### src/rtl/core/mwld_pkg.sv
// ----------------------------------------------------------------------------
// mwld_pkg: shared definitions for the multilevel walk loop detector
// Sizes, storage geometry and the request/response structs of the list store.
// ----------------------------------------------------------------------------
package mwld_pkg;

	// List geometry. LIST_LEN must be a power of two.
	localparam int LIST_LEN   = 16;
	localparam int LEVELS     = 10;
	localparam int DIST_WIDTH = 64;

	localparam int IDX_W     = $clog2(LIST_LEN);
	localparam int LVL_W     = $clog2(LEVELS);
	localparam int DEPTH     = LEVELS * LIST_LEN;
	localparam int ADDR_W    = $clog2(DEPTH);
	localparam int CNT_W     = LEVELS * IDX_W;
	localparam int RUN_W     = $clog2(LIST_LEN + 2);
	localparam int SIZE_W    = 5;
	localparam int LMASK_W   = 9;

	typedef logic signed [DIST_WIDTH-1:0] dist_t;

	typedef struct packed {
		logic             rd;
		logic             wr;
		logic             clr;
		logic             clr_all;
		logic [LVL_W-1:0] lvl;
		logic [IDX_W-1:0] slot;
		logic             wfull;
		dist_t            wdata;
	} store_req_t;

	typedef struct packed {
		logic  full;
		dist_t data;
	} store_rsp_t;

endpackage

### src/rtl/core/mwld_cmp.sv
// ----------------------------------------------------------------------------
// mwld_cmp: shared distance comparator
// Equality and signed less-than of two distances, used by every scan.
// ----------------------------------------------------------------------------
module mwld_cmp (
	input  mwld_pkg::dist_t a,
	input  mwld_pkg::dist_t b,
	output logic            eq,
	output logic            lt
);
	import mwld_pkg::*;

	assign eq = (a == b);
	assign lt = (a < b);

endmodule

### config.mk
export PLATFORM = sky130hd
export DESIGN_NAME = mwld_cmp
export DESIGN_NICKNAME = d
export VERILOG_FILES = /design/src/rtl/core/mwld_pkg.sv /design/src/rtl/core/mwld_cmp.sv
export SDC_FILE = /design/constraint.sdc
export NUM_CORES = 1
export LEC_CHECK = 0
export ABC_AREA = 1
export BUFFER_PORTS_ARGS = -buffer_cell sky130_fd_sc_hd__buf_2
export CAP_MARGIN = 20
export CORE_ASPECT_RATIO = 1.75
export CORE_MARGIN = 5
export CORE_UTILIZATION = 30
export DETAILED_ROUTE_END_ITERATION = 8
export GPL_TIMING_DRIVEN = 0
export SYNTH_ARGS = -nofsm -noshare
export SYNTH_HDL_FRONTEND = slang
export SYNTH_SLANG_ARGS = --single-unit
### constraint.sdc
create_clock -name vclk -period 1.5
set_input_delay 0 -clock vclk [all_inputs]
set_output_delay 0 -clock vclk [all_outputs]
set_load 0.1 [all_outputs]
==> metrics, run 1 <==
status=finished, final reports clean; # diodes=0; top post-synthesis cells by area=ha_1 (46%), inv_1 (16%), nand2_1 (14%), a21oi_1 (8.1%), nor2_1 (3.5%); Core Region=5590 um2; top-count cell post-synth=inv_1; mux cell area share after synthesis=0%; Seq. cell area=0 um2; die area=7450 um2; RSZ-0062 raised after global routing=yes; max-slew violations=0; DRT antenna net count=0; Least-Margin Pin Slew=0.208 ns; chip width=67.4 um; main combinational cell family by area after synthesis=adder cells; DR WL/cell=10.6 um; sequential cell count=0; First-pass DRT Iterations=3; post-synthesis sequential area ratio=0%; Min Hold Slack=0.590 ns; Vias per Instance=4.38; area share of the largest cell type after synthesis=46.2%; share of layout cells above drive strength 1=about 45%; worst hold path class=input port to primary output; syn avg cell area=roughly 6.2 um2; top fanout value on the critical path=2; Compound-Gate Fraction of Synth Area=12.6%; Iteration-0 DRC Markers=31; Max-Slew Margin vs Limit=a little under nine tenths; Placed Cells=slightly below 500; DRC=0; final hold violations=0; XOR/XNOR Fraction of Synth Area=0%; Post-Synth Adder-Cell Area=46.2%; initial antenna violation count=0; synth-to-layout area growth=63.8%; Synth Instances=approximately 280; gp weighted congestion=0.762; Post-Route WL=5160 um; GRT Total Usage=between 10% and 20%; nature of the critical path endpoint=primary output; Setup CP Type=input port to primary output; post-synth top area cell=ha_1; dpl hpwl=4680 um; Tcrit/Tclk final=97.1%; LEAKAGE=between 1.5 and 2 nW; GR Overflow Total=0; syn_nets=470; final core occ=50.8%; final setup fails=0; kind of start point of the critical path=input port; Post-synth top cells=inv_1 (74), nand2_1 (65), ha_1 (64); min cycle time layout=1.46 ns; # port buffers=between 100 and 150; Power Density=259 nW/um2; Arrival @ worst endpoint=around 1.5 ns; Syn. warnings=0; Simple-Gate Fraction of Synth Area=~25%; die height=111 um; Post-Layout Cell Count=a little under 500; number of global-route vias before repair=between 2,000 and 2,500; f_max=approximately 690 MHz; via count=2,129; fin nets=approximately 600; worst path required time=1.50 ns; first-pass GRT wire length=7770 um; Post-Syn Area=1730 um2; VDD IR max=around 0.23 mV; hold buffer count at cts=0; clock buffer count=0; Netlist cell types=19; largest net degree at the start of global routing=6; # IOs=130; # fillers=594; maxcap violations=0; # rows=36; starting density of the core=31.0%
==> report_power, final <==
| part | total (mW) | switching, mW | internal (mW) |
|---|---|---|---|
| logic | 0.735 | 0.364 | 0.372 |
| clock network | 0 | 0 | 0 |
| registers | 0 | 0 | 0 |
==> final cells by class <==
class	count	area [um2]	share of cell area, %
Timing Repair Buffer	132	746	26.3
Tap cell	76	95.1	3.35
Multi-Input combinational cell	202	1710	60.2
Inverter	76	288	10.1
==> placed cells by master (no fill, tap or decap) <==
master | Yosys | final
ha_4 | 0 | 13
nand4_1 | 5 | 5
o21bai_1 | 2 | 2
nand2_4 | 0 | 1
nor3_1 | 2 | 1
nor2_1 | 16 | 12
nor3_4 | 0 | 1
a21oi_2 | 1 | 6
o21ai_0 | 2 | 2
buf_12 | 0 | 2
inv_4 | 0 | 1
inv_2 | 2 | 8
nor2_4 | 0 | 3
ha_1 | 64 | 51
buf_2 | 0 | 120
a21oi_1 | 28 | 23
nand2_1 | 65 | 53
a21o_1 | 1 | 1
nor3_2 | 3 | 3
buf_4 | 0 | 2
o21ai_1 | 3 | 3
nand3_1 | 4 | 4
nor2_2 | 0 | 1
nor4_4 | 0 | 1
nand4_2 | 1 | 1
inv_1 | 74 | 67
o21a_1 | 3 | 3
buf_6 | 0 | 8
nand2_2 | 1 | 12
==> metrics by stage <==
stage	TNS (ns)	total power, mW	instance area (um2)	setup WS [ns]
after detailed placement	-0.428	0.616	2490	-0.249
after floorplan	-0.0863	0.373	1750	-0.0863
final	0	0.735	2840	0.0442
after global placement	-0.372	0.603	2490	-0.215
after global routing	-0.0771	0.852	2840	-0.0457
after CTS	-0.0397	0.639	2510	-0.0397
==> repair_timing <==
action	CTS	global route
buffers inserted	0	2
setup endpoints to repair	2	2
pin swaps	0	15
gates cloned	0	0
resized for setup	6	57
==> kinds of logic (layout without fill, tap and decap cells) <==
group,Yosys count,after routing
AOI/OAI and AO/OA,40,40
and+or+nand+nor,98,98
adders and majority gates,64,64
buffers and inverters,76,208
==> critical path, cell delays in order <==
cell and delay, ns:
buf_2 0.10, ha_1 0.31, a21oi_1 0.16, o21ai_0 0.09, a21oi_1 0.17, nand2_1 0.09, nand2_1 0.07, nand2_2 0.05
nand2_2 0.06, nand3_1 0.08, nand2_2 0.10, buf_12 0.17
==> final timing paths <==
check | startpoint | to | slack [ns] | depth (start not counted)
worst max-delay path | a[13] | lt | 0.04 | 12
worst min-delay path | a[63] | lt | 0.59 | 6
==> metal layers <==
layer,GRT usage (%),share of wire (%),vias up
met5,0,0,-
met4,0,0,0
met3,1.12,7.1,0
met2,27.9,60,73
met1,11.3,33,905
li1,-,-,1151
(Power assumes the default switching activity.)
==> run 2, diff against run 1 <==
--- a/config.mk
+++ b/config.mk
@@ -8,11 +8,14 @@
 export ABC_AREA = 1
 export BUFFER_PORTS_ARGS = -buffer_cell sky130_fd_sc_hd__buf_2
 export CAP_MARGIN = 20
+export CELL_PAD_IN_SITES_DETAIL_PLACEMENT = 1
+export CELL_PAD_IN_SITES_GLOBAL_PLACEMENT = 2
 export CORE_ASPECT_RATIO = 1.75
 export CORE_MARGIN = 5
-export CORE_UTILIZATION = 30
+export CORE_UTILIZATION = 21
 export DETAILED_ROUTE_END_ITERATION = 8
 export GPL_TIMING_DRIVEN = 0
+export PLACE_DENSITY_LB_ADDON = 0.1
 export SYNTH_ARGS = -nofsm -noshare
 export SYNTH_HDL_FRONTEND = slang
 export SYNTH_SLANG_ARGS = --single-unit
==> run 2 against run 1 <==
Effect of this change:
- global-route usage is 2.6 points lower
- final cell count grew 3.3%
- fmax is 4.3% higher
- combinational power grew 22%
- critical path depth rose by 2
- first-iteration DRC count shrank 87%
- die area increased by 37%
- core utilization is 11 points lower
- flip-flop and latch count did not move
- routed wire length grew 13%
- total power increased by 22%
- via count rose by 4.4%
==> metrics, run 2 (synthesized netlist as in run 1, its figures left out) <==
clock buffer count=0 (unchanged); Vias per Instance=4.43 (+1.0%); # rows=44 (+22%); multi-input logic area=2070 um2 (+21%); final hold violations=0 (unchanged); # IOs=130 (unchanged); number of global-route vias before repair=2,245 (+3.8%); die area=10,200 um2 (+37%); LEAKAGE=1.78 nW (+1.6%); max-slew violations=0 (unchanged); commonest cells after routing, fill and taps aside=buf_2 (114), inv_1 (52), nand2_1 (48), ha_4 (35), ha_1 (29); wire length on met2=3400 um (+9.9%); Crit path depth=14 (+2); end of the critical path=lt; Post-Route WL=5810 um (+13%); DR WL/cell=11.6 um (+9.1%); Seq. cell area=0 um2 (unchanged); chip width=78.6 um (+17%); via count=2,222 (+4.4%); Max-Slew Margin vs Limit=85.8% (-0.23 points); top fanout value on the critical path=2 (unchanged); initial antenna violation count=0 (unchanged); DRT antenna net count=0 (unchanged); fin nets=604 (unchanged); largest net degree at the start of global routing=6 (unchanged); met3 wire length=441 um (+20%); commonest non-fill, non-tap cell in the layout=buf_2; Iteration-0 DRC Markers=4 (-87%); Power Density=275 nW/um2 (+5.9%); Largest stage delay, worst path=0.19 ns (-0.12 ns); Core Region=8200 um2 (+47%); Finished Cell Area=3260 um2 (+15%); hold path startpoint=a[63]; gp weighted congestion=0.696 (-8.6%); worst hold path class=input port to primary output; crit-path most repeated cell=nand2_1; maxcap violations=0 (unchanged); Tot Pwr=0.895 mW (+22%); sequential cell count=0 (unchanged); # diodes=0 (unchanged); min cycle time layout=1.40 ns (-0.0601 ns); First-pass DRT Iterations=3 (unchanged); starting density of the core=21.1% (-9.9 points); worst setup path startpoint=b[41]; Arrival @ worst endpoint=1.40 ns (-0.06 ns); share of layout cells above drive strength 1=57.8% (+13 points); # port buffers=130 (unchanged); f_max=716 MHz (+4.3%); crit path buf inv count=4 (+2); worst path required time=1.50 ns (about the same); synth-to-layout area growth=88.1%; VDD IR max=0.141 mV (-38%); first-pass GRT wire length=8460 um (+8.9%); metal1 wirelength=1970 um (+16%); Tcrit/Tclk final=93.0% (-4.0 points); status=finished, final reports clean; final setup fails=0 (unchanged); Slowest-stage cell, CP=ha_4; GR Overflow Total=0 (unchanged); nature of the critical path endpoint=primary output; GRT Total Usage=9.77% (-2.6 points); Post-DP Area=2510 um2 (+0.80%); Cell Chain, Critical Path=buf_2, inv_2, ha_4, nand2_1, inv_1, o21bai_1, a21oi_1, nor2_1, nand2_2, a21oi_2, nand2_1, nand2_1, nand2_2, buf_12; kind of start point of the critical path=input port; Setup CP Type=input port to primary output; die height=130 um (+18%); fin worst setup slack=0.104 ns (+0.0601 ns); # fillers=1,063 (+79%); hold buffer count at cts=0 (unchanged); Least-Margin Pin Slew=0.211 ns (+0.00339 ns); worst slack, placed=-0.240 ns (+0.00917 ns); family with the most delay on the worst path=simple AND/OR/NAND/NOR gates; DR top layer=met3; DRC=0 (unchanged); dpl hpwl=5280 um (+13%)
[run 2: cell counts in the layout (fill, tap and decap cells not counted)]
Identical to the previous run, type by type.
[run 2: worst min-delay path, cell delays in order]
cell     delay, ns
buf_2         0.10
ha_4          0.16
inv_1         0.04
nand2_1       0.06
nand2_2       0.06
buf_12        0.16
[run 2: cell type report]
class | count | share of cell area [%]
inverters | 76 | 8.83
multi-input cells | 202 | 63.6
well taps | 92 | 3.53
repair buffers | 132 | 24.0
[run 2: worst min path at each step]
stage | end | slack, ns | cells past startpoint
3_5_place_dp | lt | 0.76 | 6
5_1_grt | lt | 0.64 | 6
6_report | lt | 0.60 | 6
2_1_floorplan | eq | 0.54 | 5
4_1_cts | lt | 0.67 | 6
3_3_place_gp | lt | 0.74 | 6
[run 2: metrics by stage]
step	cells	TNS [ns]	hold WS (ns)	utilization, %
after CTS	500	0	0.666	31.3
after global placement	500	-0.393	0.743	30.6
after floorplan	278	-0.0863	0.537	-
after detailed placement	500	-0.416	0.759	30.6
after global routing	502	-0.0202	0.637	39.7
final	502	0	0.595	39.7
[run 2: layer usage]
metal / GRT usage [%] / vias to the layer above
met5: 0 / -
met2: 21.9 / 71
met3: 2.07 / 0
met1: 9.05 / 1000
met4: 0 / 0
li1: - / 1151
[run 2: what timing repair did]
item,in CTS,in global routing
gates resized for setup,14,115
cloned,0,0
buffers inserted,0,2
setup endpoints to repair,2,2
pin swaps,9,55
[run 2: power breakdown]
group	switching, mW	internal (mW)
logic	0.435	0.460
registers	0	0
clock network	0	0
total	0.435	0.460
==> run 3, diff against run 2 <==
==> constraint.sdc (replaced) <==
create_clock -name vclk -period 1.5
set_input_delay 0 -clock vclk [all_inputs]
set_output_delay 0 -clock vclk [all_outputs]
set_load 0.01 [all_outputs]
==> run 3 against run 2 <==
Effect of this change:
- count of clock-buffer cells in the layout unchanged
- flip-flop and latch count is the same
- setup slack improved by 0.025 ns
- sequential share of layout area is the same
- die area is the same
- fmax increased by 1.8%
- largest cell class unchanged
==> metrics, run 3 (synthesized netlist as in run 1, its figures left out) <==
final hold violations=0 (unchanged); DRC=0 (unchanged); f_max=730 MHz (+1.8%); max-slew violations=0 (unchanged); Power Density=243 nW/um2 (-11%); First-pass DRT Iterations=2 (-1); die area=10,200 um2 (unchanged); chip width=78.6 um (unchanged); clock buffer count=0 (unchanged); Max-Slew Margin vs Limit=85.3% (-0.55 points); maxcap violations=0 (unchanged); final setup fails=0 (unchanged); DRT antenna net count=0 (unchanged); via count=2,207 (-0.68%); dpl hpwl=5490 um (+4.1%); # port buffers=130 (unchanged); Tcrit/Tclk final=91.4% (-1.7 points); hold path startpoint=a[63]; hold buffer count at cts=0 (unchanged); final core occ=33.1% (-6.6 points); top fanout value on the critical path=3 (+1); worst hold path class=input port to primary output; hold endpoint=lt; min cycle time layout=1.37 ns (-0.0250 ns); # diodes=0 (unchanged); Iteration-0 DRC Markers=5 (+1); share of layout cells above drive strength 1=42.0% (-16 points); sequential cell count=0 (unchanged); # IOs=130 (unchanged); die height=130 um (unchanged); # rows=44 (unchanged); LEAKAGE=1.72 nW (-3.5%); gp weighted congestion=0.678 (-2.6%); DR WL/cell=11.2 um (-3.0%); nature of the critical path endpoint=primary output; commonest cells after routing, fill and taps aside=buf_2 (130), inv_1 (72), nand2_1 (59), ha_1 (54), a21oi_1 (21); synth-to-layout area growth=56.8%; status=finished, final reports clean; Least-Margin Pin Slew=0.219 ns (+0.00822 ns); Post-Route WL=5640 um (-3.0%); Arrival @ worst endpoint=1.37 ns (-0.03 ns); VDD IR max=0.105 mV (-25%); largest net degree at the start of global routing=6 (unchanged); starting density of the core=21.1% (unchanged); Post-Layout Cell Count=502 (unchanged); number of global-route vias before repair=2,322 (+3.4%); GR Overflow Total=0 (unchanged); kind of start point of the critical path=input port; first-pass GRT wire length=9110 um (+7.7%); commonest non-fill, non-tap cell in the layout=buf_2; Vias per Instance=4.40 (-0.68%); Placed Cells=500 (unchanged); Core Region=8200 um2 (unchanged); Seq. cell area=0 um2 (unchanged); worst path required time=1.50 ns (about the same); GRT Total Usage=10.5% (+0.77 points); Setup CP Type=input port to primary output; initial antenna violation count=0 (unchanged); worst hold path stage count=5 (-1); fin nets=604 (unchanged)
-- run 3: area by class of cell --
class | instances | area [um2]
repair buffers | 132 | 666
well taps | 92 | 115
inverters | 76 | 285
multi-input cells | 202 | 1650
fillers | 1087 | 5490
-- run 3: repair_timing --
item                       4_1_cts  5_1_grt
setup endpoints to repair        0        2
setup buffers                    0        2
resized for setup                0       36
-- run 3: worst max-delay path, cell delays in order --
cell and delay [ns]:
buf_2 0.10, ha_1 0.32, nand2_2 0.10, nor4_4 0.30, nand2_2 0.11, nor2_2 0.11, nand2_2 0.07, nand2_2 0.05
nand2_1 0.04, nand2_1 0.05, buf_2 0.13
-- run 3: metal layers --
| metal | track usage [%] | wire length [um] |
|---|---|---|
| met1 | 9.09 | 1770 |
| met2 | 25.0 | 3490 |
| met3 | 1.52 | 381 |
| met4 | 0 | 0 |
| met5 | 0 | 0 |
-- run 3: metrics by stage --
stage | cell area [um2] | hold WS, ns | total power [mW] | worst slack, ns | setup TNS [ns]
global placement | 2500 | 0.588 | 0.589 | 0.0598 | 0
detailed placement | 2500 | 0.592 | 0.601 | 0.0206 | 0
floorplan | 1730 | 0.358 | 0.338 | 0.447 | 0
global route | 2720 | 0.578 | 0.779 | -0.00590 | -0.00590
finish | 2720 | 0.522 | 0.661 | 0.129 | 0
CTS | 2500 | 0.594 | 0.606 | 0.0183 | 0
-- run 3: where the power goes --
group / internal (mW) / switching [mW] / leakage, nW
registers: 0 / 0 / 0
clock network: 0 / 0 / 0
logic: 0.337 / 0.324 / 1.72
-- run 3: worst max-delay path by stage --
stage,cells past startpoint,from,end,slack (ns)
floorplan,10,b[55],lt,0.45
global placement,14,b[23],lt,0.06
detailed placement,14,b[23],lt,0.02
CTS,14,b[23],lt,0.02
global route,13,b[63],lt,-0.006
finish,11,a[55],lt,0.13
